[config.mk]
export PLATFORM = sky130hd
export DESIGN_NAME = k_permutation_unrank_flat
export DESIGN_NICKNAME = d
export VERILOG_FILES = /design/src/hw/rtl/kpu_pkg.sv /design/src/hw/rtl/kpu_if.sv /design/src/hw/rtl/kpu_elem_cell.sv /design/src/hw/rtl/k_permutation_unrank.sv /design/src/flat_wrapper.sv
export SDC_FILE = /design/constraint.sdc
export NUM_CORES = 2
export LEC_CHECK = 0
export BUFFER_PORTS_ARGS = -buffer_cell sky130_fd_sc_hd__clkbuf_2
export CELL_PAD_IN_SITES_DETAIL_PLACEMENT = 0
export CELL_PAD_IN_SITES_GLOBAL_PLACEMENT = 1
export CORE_MARGIN = 2
export CORE_UTILIZATION = 40
export CTS_CLUSTER_DIAMETER = 40
export DETAILED_ROUTE_END_ITERATION = 8
export PLACE_DENSITY_LB_ADDON = 0.15
export SKIP_LAST_GASP = 1
export SYNTH_ARGS = -nofsm -noshare
export SYNTH_HDL_FRONTEND = slang
export SYNTH_SLANG_ARGS = --single-unit
[constraint.sdc]
create_clock -name clk -period 20.4 [get_ports clk]
set_clock_uncertainty 0.1 [all_clocks]
set_input_delay 1.02 -clock clk [delete_from_list [all_inputs] [get_ports clk]]
set_output_delay 1.02 -clock clk [all_outputs]
set_load 0.01 [all_outputs]
[src/hw/rtl/kpu_pkg.sv]
package kpu_pkg;

  localparam int unsigned MAX_POOL = 16;
  localparam int unsigned RANK_W   = 45;
  localparam int unsigned CFG_W    = 5;
  localparam int unsigned ELEM_W   = 4;
  localparam int unsigned POS_W    = 4;
  localparam int unsigned QBIT_W   = 2;
  // Shifted divisor needs room for three extra bits plus a guard bit.
  localparam int unsigned WIDE_W   = RANK_W + ELEM_W;

  typedef enum logic [0:0] {
    REG_POOL_SIZE   = 1'b0,
    REG_DRAW_LENGTH = 1'b1
  } cfg_reg_t;

  typedef enum logic [5:0] {
    S_IDLE = 6'b000001,
    S_MUL  = 6'b000010,
    S_CHK  = 6'b000100,
    S_DIV  = 6'b001000,
    S_EMIT = 6'b010000,
    S_ERR  = 6'b100000
  } state_t;

endpackage

[src/hw/rtl/kpu_if.sv]
interface kpu_in_if (input logic clk);
  logic                       valid;
  logic                       ready;
  logic [kpu_pkg::RANK_W-1:0] ordinal_rank;
  modport source (output valid, output ordinal_rank, input ready);
  modport sink   (input valid, input ordinal_rank, output ready);
endinterface

interface kpu_out_if (input logic clk);
  logic                       valid;
  logic                       ready;
  logic [kpu_pkg::ELEM_W-1:0] element;
  logic [kpu_pkg::POS_W-1:0]  position;
  logic                       last_of_draw;
  logic                       error;
  modport source (output valid, output element, output position, output last_of_draw,
                  output error, input ready);
  modport sink   (input valid, input element, input position, input last_of_draw,
                  input error, output ready);
endinterface

[src/hw/rtl/kpu_elem_cell.sv]
module kpu_elem_cell (
  input  logic                       clk,
  input  logic                       init,
  input  logic [kpu_pkg::ELEM_W-1:0] init_val,
  input  logic                       shift,
  input  logic [kpu_pkg::ELEM_W-1:0] next_val,
  output logic [kpu_pkg::ELEM_W-1:0] value
);
  import kpu_pkg::*;

  logic [ELEM_W-1:0] value_r;

  // One entry of the ascending list of unused elements. Removing an entry
  // pulls every later entry one place toward the head.
  always_ff @(posedge clk) begin
    if (init) begin
      value_r <= init_val;
    end else if (shift) begin
      value_r <= next_val;
    end
  end

  assign value = value_r;

endmodule

[src/hw/rtl/k_permutation_unrank.sv]
// k-permutation unranking.
// Configure pool_size (index 0) and draw_length (index 1) through the cfg
// write port while the block is idle; both reset to 1.
// Each word accepted on in_ch carries a zero based rank. The block answers
// with draw_length words on out_ch, one element per position, position
// counting from 0 and last_of_draw set on the final word. A rank at or above
// the falling factorial, a draw_length of 0, a draw_length above pool_size,
// or a pool_size above 16 gives one word with error and last_of_draw set instead.
// The multiply steps build the falling factorial and the per-position
// divisors, a check step tests the rank, then each position takes a four-bit
// quotient from compare-subtract steps on the shared quotient unit and an emit
// step; a draw is finished before the next word is accepted (in_ch.ready is
// high only when idle).
// The result sits in an output register; a stalled receiver holds that word
// and the block waits in its emit step until the register frees up.
// Reset clears the sequencer and the output valid and restores the registers.
module k_permutation_unrank (
  input  logic                       clk,
  input  logic                       rst_n,
  kpu_in_if.sink                     in_ch,
  kpu_out_if.source                  out_ch,
  input  logic                       cfg_we,
  input  logic                       cfg_index,
  input  logic [kpu_pkg::CFG_W-1:0]  cfg_data
);
  import kpu_pkg::*;

  state_t              state_r;
  logic [CFG_W-1:0]    pool_r, draw_r, n_r, k_r;
  logic [POS_W-1:0]    j_r, pos_r, q_r;
  logic [QBIT_W-1:0]   bit_r;
  logic [RANK_W-1:0]   rank_r, acc_r;
  logic [RANK_W-1:0]   stk_r [MAX_POOL];
  logic                out_valid_r, out_last_r, out_err_r;
  logic [ELEM_W-1:0]   out_elem_r;
  logic [POS_W-1:0]    out_pos_r;

  logic                in_fire, out_free, emit_fire, cfg_bad;
  logic [CFG_W-1:0]    factor;
  logic [RANK_W+CFG_W-1:0] prod;
  logic [WIDE_W-1:0]   shifted;
  logic                fits;
  logic [ELEM_W-1:0]   vals [MAX_POOL];
  logic [ELEM_W-1:0]   pick;

  assign in_ch.ready = (state_r == S_IDLE);
  assign in_fire     = in_ch.valid && in_ch.ready;
  assign out_free    = !out_valid_r || out_ch.ready;
  assign emit_fire   = (state_r == S_EMIT) && out_free;
  assign cfg_bad     = (draw_r == '0) || (draw_r > pool_r) || (pool_r > CFG_W'(MAX_POOL));

  assign factor  = n_r - {1'b0, j_r};
  assign prod    = acc_r * factor;
  assign shifted = {{ELEM_W{1'b0}}, stk_r[0]} << bit_r;
  assign fits    = {{ELEM_W{1'b0}}, rank_r} >= shifted;
  assign pick    = vals[q_r];

  genvar gi;
  generate
    for (gi = 0; gi < MAX_POOL; gi++) begin : g_cell
      logic [ELEM_W-1:0] nb;
      if (gi == MAX_POOL - 1) begin : g_end
        assign nb = '0;
      end else begin : g_mid
        assign nb = vals[gi+1];
      end
      kpu_elem_cell u_cell (
        .clk      (clk),
        .init     (in_fire),
        .init_val (ELEM_W'(gi)),
        .shift    (emit_fire && (POS_W'(gi) >= q_r)),
        .next_val (nb),
        .value    (vals[gi])
      );
    end
  endgenerate

  always_ff @(posedge clk) begin
    if (!rst_n) begin
      pool_r <= CFG_W'(1);
      draw_r <= CFG_W'(1);
    end else if (cfg_we) begin
      unique case (cfg_reg_t'(cfg_index))
        REG_POOL_SIZE:   pool_r <= cfg_data;
        REG_DRAW_LENGTH: draw_r <= cfg_data;
        default:         ;
      endcase
    end
  end

  // Divisor stack: during the multiply phase the divisors are pushed from the
  // last position back to the first, so position order pops them off the head.
  always_ff @(posedge clk) begin
    if (state_r == S_MUL) begin
      stk_r[0] <= acc_r;
      for (int i = 1; i < MAX_POOL; i++) stk_r[i] <= stk_r[i-1];
    end else if (emit_fire) begin
      for (int i = 0; i < MAX_POOL - 1; i++) stk_r[i] <= stk_r[i+1];
      stk_r[MAX_POOL-1] <= '0;
    end
  end

  always_ff @(posedge clk) begin
    if (!rst_n) begin
      state_r <= S_IDLE;
    end else begin
      unique case (state_r)
        S_IDLE: if (in_fire) begin
          rank_r  <= in_ch.ordinal_rank;
          n_r     <= pool_r;
          k_r     <= draw_r;
          j_r     <= POS_W'(draw_r - CFG_W'(1));
          acc_r   <= RANK_W'(1);
          pos_r   <= '0;
          state_r <= cfg_bad ? S_ERR : S_MUL;
        end
        S_MUL: begin
          acc_r <= prod[RANK_W-1:0];
          j_r   <= j_r - POS_W'(1);
          if (j_r == '0) state_r <= S_CHK;
        end
        S_CHK: begin
          bit_r   <= '1;
          q_r     <= '0;
          state_r <= (rank_r >= acc_r) ? S_ERR : S_DIV;
        end
        S_DIV: begin
          if (fits) begin
            rank_r     <= rank_r - shifted[RANK_W-1:0];
            q_r[bit_r] <= 1'b1;
          end
          bit_r <= bit_r - QBIT_W'(1);
          if (bit_r == '0) state_r <= S_EMIT;
        end
        S_EMIT: if (out_free) begin
          pos_r <= pos_r + POS_W'(1);
          bit_r <= '1;
          q_r   <= '0;
          state_r <= ({1'b0, pos_r} == k_r - CFG_W'(1)) ? S_IDLE : S_DIV;
        end
        S_ERR: if (out_free) state_r <= S_IDLE;
        default: state_r <= S_IDLE;
      endcase
    end
  end

  always_ff @(posedge clk) begin
    if (!rst_n) begin
      out_valid_r <= 1'b0;
    end else if (emit_fire || ((state_r == S_ERR) && out_free)) begin
      out_valid_r <= 1'b1;
    end else if (out_ch.ready) begin
      out_valid_r <= 1'b0;
    end
  end

  always_ff @(posedge clk) begin
    if (emit_fire) begin
      out_elem_r <= pick;
      out_pos_r  <= pos_r;
      out_last_r <= ({1'b0, pos_r} == k_r - CFG_W'(1));
      out_err_r  <= 1'b0;
    end else if ((state_r == S_ERR) && out_free) begin
      out_elem_r <= '0;
      out_pos_r  <= '0;
      out_last_r <= 1'b1;
      out_err_r  <= 1'b1;
    end
  end

  assign out_ch.valid        = out_valid_r;
  assign out_ch.element      = out_elem_r;
  assign out_ch.position     = out_pos_r;
  assign out_ch.last_of_draw = out_last_r;
  assign out_ch.error        = out_err_r;

`ifndef SYNTHESIS
  a_err_last: assert property (@(posedge clk) disable iff (!rst_n)
    out_ch.valid && out_ch.error |-> out_ch.last_of_draw)
    else $error("error word without last_of_draw");
  a_busy: assert property (@(posedge clk) disable iff (!rst_n)
    in_fire |=> !in_ch.ready)
    else $error("block idle right after accepting a word");
  a_pos_range: assert property (@(posedge clk) disable iff (!rst_n)
    state_r == S_EMIT |-> {1'b0, pos_r} < k_r)
    else $error("position beyond draw length");
  a_emit_after_div: assert property (@(posedge clk) disable iff (!rst_n)
    $rose(state_r == S_EMIT) |-> $past(state_r == S_DIV))
    else $error("emit step entered without quotient");
`endif

endmodule

[src/flat_wrapper.sv]
// flat-port wrapper written by rule: the top's interface ports become plain ports
module k_permutation_unrank_flat import kpu_pkg::*;
  (clk, rst_n, cfg_we, cfg_index, cfg_data, in_ch_valid, in_ch_ordinal_rank, in_ch_ready, out_ch_valid, out_ch_element, out_ch_position, out_ch_last_of_draw, out_ch_error, out_ch_ready);
  kpu_in_if in_ch_i (.clk(clk));
  kpu_out_if out_ch_i (.clk(clk));
  input  logic clk;
  input  logic rst_n;
  input  logic cfg_we;
  input  logic cfg_index;
  input  logic [kpu_pkg::CFG_W-1:0] cfg_data;
  input wire logic [$bits(in_ch_i.valid)-1:0] in_ch_valid;
  input wire logic [$bits(in_ch_i.ordinal_rank)-1:0] in_ch_ordinal_rank;
  output wire logic [$bits(in_ch_i.ready)-1:0] in_ch_ready;
  output wire logic [$bits(out_ch_i.valid)-1:0] out_ch_valid;
  output wire logic [$bits(out_ch_i.element)-1:0] out_ch_element;
  output wire logic [$bits(out_ch_i.position)-1:0] out_ch_position;
  output wire logic [$bits(out_ch_i.last_of_draw)-1:0] out_ch_last_of_draw;
  output wire logic [$bits(out_ch_i.error)-1:0] out_ch_error;
  input wire logic [$bits(out_ch_i.ready)-1:0] out_ch_ready;
  assign in_ch_i.valid = in_ch_valid;
  assign in_ch_i.ordinal_rank = in_ch_ordinal_rank;
  assign in_ch_ready = in_ch_i.ready;
  assign out_ch_valid = out_ch_i.valid;
  assign out_ch_element = out_ch_i.element;
  assign out_ch_position = out_ch_i.position;
  assign out_ch_last_of_draw = out_ch_i.last_of_draw;
  assign out_ch_error = out_ch_i.error;
  assign out_ch_i.ready = out_ch_ready;
  k_permutation_unrank u_core (.clk(clk), .rst_n(rst_n), .in_ch(in_ch_i), .out_ch(out_ch_i), .cfg_we(cfg_we), .cfg_index(cfg_index), .cfg_data(cfg_data));
endmodule
==> flow_summary.toml <==
[layout]
layout_commonest_cell = "nand2_1"
layout-drive-gt1-share = 0.08171
diodes = 0
final_nets = 5498
areaGrowthSynthToFinish_pct = 13.92
stdcell_count = 6924
nFillCells = 12090
final_cell_mix = "2,146 x nand2_1, 843 x edfxtp_1, 260 x inv_1, 196 x nor2_1, 162 x o21ai_0"

[synthesis]
async_flop_share = 0
syn_area_um2 = 49990
synth.top_cell.area_share = 0.5064
synth_warnings = 0
synth_top_area_cell = "edfxtp_1"
avgSynthCellArea_um2 = 9.694
synth_edf_count = 843
synthFlopType = "edfxtp_1"
synth_cells = 5157
synth_seq_area_share = 0.5364
synth.top_cells.by_area = "edfxtp_1 51%, nand2_1 16%, fa_1 5.0%, ha_1 3.8%, dfxtp_1 3.0%"
ys_ff_latch = 918
ys_types = 71
syn-num-nets = 5490

[worst_setup_path]
path_max_fanout = 41
crit_slowest_cell = "fa_1"
crit_path_end_kind = "flip-flop"
crit_family = "adder cells"
crit_top_cell = "inv_1"
critPathLaunch = "u_core.n_r[0]"
cp_num_buf_inv = 5
start_kind = "flip-flop"
crit_type = "flip-flop to flip-flop"
worstPathRequired_ns = 20.79
reg2reg_from = "u_core.n_r[0]"
worstPathArrival_ns = 7.45
crit_chain = "inv_1 -> ha_1 -> inv_1 -> fa_2 -> a21o_1 -> a21oi_1 -> xnor2_2 -> buf_4 -> nor2_1 -> fa_1 -> fa_1 -> inv_1 -> fa_1 -> inv_1 -> ha_1 -> a21oi_1 -> nor2b_1 -> o21ai_0 -> nand2_1 -> a21oi_1 -> a31oi_1 -> a21boi_0 -> o21ai_0 -> mux2_2"
reg2reg_depth = 24
timing.rr.end = "u_core.acc_r[43]"
cpPeakStageDelay_ns = 0.55
regToRegSetupSlack_ns = 13.34

[clock_network]
numCtsBuffers = 151
clk_pin_slew_worst_paths_ns = 0.05
root_buffer = "clkbuf_16"
postCtsHoldBufs = 0
tritoncts = "yes"
post_cts_buffers = 0
insertion_delay_ns = 0.75
h-tree-depth = 4
clockBufferDepth = 3
clock_sink_count = 918
ctsResizeCount = 0

[placement]
place.gp.congestion = 0.8790
port_buffers = 67
dpl.hpwl_mm = 81.92
place_inst = 6649

[timing]
max_freq_ghz = 0.1417
setup_viol = 0
fin_tns_setup_ns = 0
finalHoldViolations = 0
grt_setup_unrepaired = "false"
period_share = 0.3459
fin_crit_ns = 7.055
maxSlewHeadroom = 0.2209
max_slew.worst_pin.slew_ns = 1.169
slew_viol_final = 0

[global_route]
antenna_found_initial = 3
grt_busiest_layer = "met2"
grt_pass1_vias = 36100
grt_use_met3 = 0.03170
grtUsageTotal = 0.1951
grt_use_met1 = 0.2673
grt_pass1_wl_mm = 198.3
grt_max_degree = 190
grt_use_met2 = 0.3177
gr-total-overflow = 0

[floorplanning]
core_um2 = 123800
die_area_um2 = 127800
die_h_um = 357.5
top_level_ports = 68
initial_core_util = 0.4038
die_w_um = 357.5
std_cell_rows = 129

[power]
p_int_w = 0.004668
power.leakage_nw = 24.09
swShare = 0.3398
p_sw_w = 0.002403
p_seq_frac = 0.316
pwr_density_cell_nw_per_um2 = 124.2
combPwrFrac = 0.321
power.share.clock = 0.363
peakVddDrop_v = 0.00008983

[routing]
vias = 36010
routed_wl_mm = 124.3
first_pass_iters = 5
drtIter0Drc = 2750
wl_per_cell_um = 17.96
vias_per_cell = 5.200
ant_nets = 0
drc = 0

[run]
maxCapViolCount = 0

[min_path]
hold_depth = 0
hold_start = "u_core.pool_r[4]"
min_path_type = "flip-flop to flip-flop"
min_to = "u_core.n_r[4]"

[status]
status = "finished, final reports clean"
[registers in the layout, indices dropped and copies added, names as in the netlist]
name	cells
u_core.out_ch.error	1
u_core.q_r	4
u_core.bit_r	2
u_core.acc_r	45
u_core.state_r	6
u_core.pool_r	5
u_core.draw_r	5
u_core.pos_r	4
u_core.out_ch.valid	1
u_core.g_cell.u_cell.value	57
u_core.k_r	5
u_core.out_ch.element	4
u_core.n_r	5
u_core.j_r	4
u_core.out_ch.position	4
u_core.stk_r	720
u_core.rank_r	45
u_core.out_ch.last_of_draw	1
[power groups by stage]
stage / clock, W / combinational (W) / sequential, W
after floorplan: 0 / 0.00174 / 0.00231
after global placement: 0 / 0.00225 / 0.00227
after detailed placement: 0 / 0.00226 / 0.00227
after CTS: 0.00263 / 0.00228 / 0.00223
after global routing: 0.00271 / 0.00257 / 0.00224
final: 0.00257 / 0.00227 / 0.00223
[per-layer routing]
| metal | up-vias | part of all wire |
|---|---|---|
| li1 | 17270 | - |
| met1 | 17870 | 0.46 |
| met2 | 677 | 0.47 |
| met3 | 194 | 0.044 |
| met4 | 0 | 0.024 |
| met5 | - | 0 |
[worst reg2reg max path, cell delays in order (launching register included)]
cell,delay [ns]
edfxtp_1,0.37
inv_1,0.07
ha_1,0.16
inv_1,0.07
fa_2,0.37
a21o_1,0.19
a21oi_1,0.22
xnor2_2,0.13
buf_4,0.47
nor2_1,0.21
fa_1,0.55
fa_1,0.55
inv_1,0.05
fa_1,0.53
inv_1,0.04
ha_1,0.34
a21oi_1,0.08
nor2b_1,0.35
o21ai_0,0.22
nand2_1,0.18
a21oi_1,0.17
a31oi_1,0.55
a21boi_0,0.27
o21ai_0,0.23
mux2_2,0.35
[worst max-delay path by stage]
stage | cells after the start | to
CTS | 24 | u_core.acc_r[43]
global route | 24 | u_core.acc_r[43]
finish | 24 | u_core.acc_r[43]
floorplan | 6 | u_core.stk_r[0][0]
detailed placement | 24 | u_core.acc_r[43]
global placement | 24 | u_core.acc_r[29]
[kinds of logic after synthesis]
logic type,after synthesis,share of synthesized area
compound gates,486,0.06002
buf+inv,516,0.03884
flops,918,0.5364
simple gates,2770,0.2282
fa+ha+maj,277,0.08795
mux,101,0.03306
xor+xnor,89,0.01559
[cell usage after synthesis, types with 19 or more instances]
| master | n |
|---|---|
| dfxtp_1 | 75 |
| nand4_1 | 29 |
| o21ai_0 | 163 |
| fa_1 | 124 |
| and2_1 | 141 |
| ha_1 | 153 |
| a21o_1 | 51 |
| clkbuf_1 | 238 |
| and3_1 | 51 |
| o21a_1 | 19 |
| nand2_1 | 2147 |
| inv_1 | 260 |
| mux2i_1 | 47 |
| xnor2_1 | 48 |
| nor3_1 | 22 |
| nand2b_1 | 48 |
| nand3_1 | 61 |
| edfxtp_1 | 843 |
| xor2_1 | 41 |
| mux4_2 | 51 |
| nor2b_1 | 26 |
| nor2_1 | 198 |
| a31oi_1 | 25 |
| a21oi_1 | 128 |
[final cells by class]
class                      instances  area [um2]  share of cell area
clock buffer                     183        4088             0.07178
inverter                         261       979.7             0.01720
clock inverter                    92        1008             0.01771
multi-input combinational       3723       21300              0.3740
tap                             1637        2048             0.03597
sequential                       918       26820              0.4709
timing repair buffer             110       708.2             0.01244
[stage by stage]
stage	area (um2)	setup slack [ns]	util	hold slack (ns)	total power (W)
after floorplan	49990	1.478	-	0.3082	0.004051
after global placement	51850	13.38	0.4189	0.3166	0.004526
after detailed placement	51850	13.37	0.4189	0.3274	0.004530
after CTS	56950	13.36	0.4600	0.3390	0.007146
after global routing	56950	12.95	0.4600	0.3447	0.007525
final	56950	13.34	0.4600	0.3375	0.007071
(Power assumes the default switching activity.)
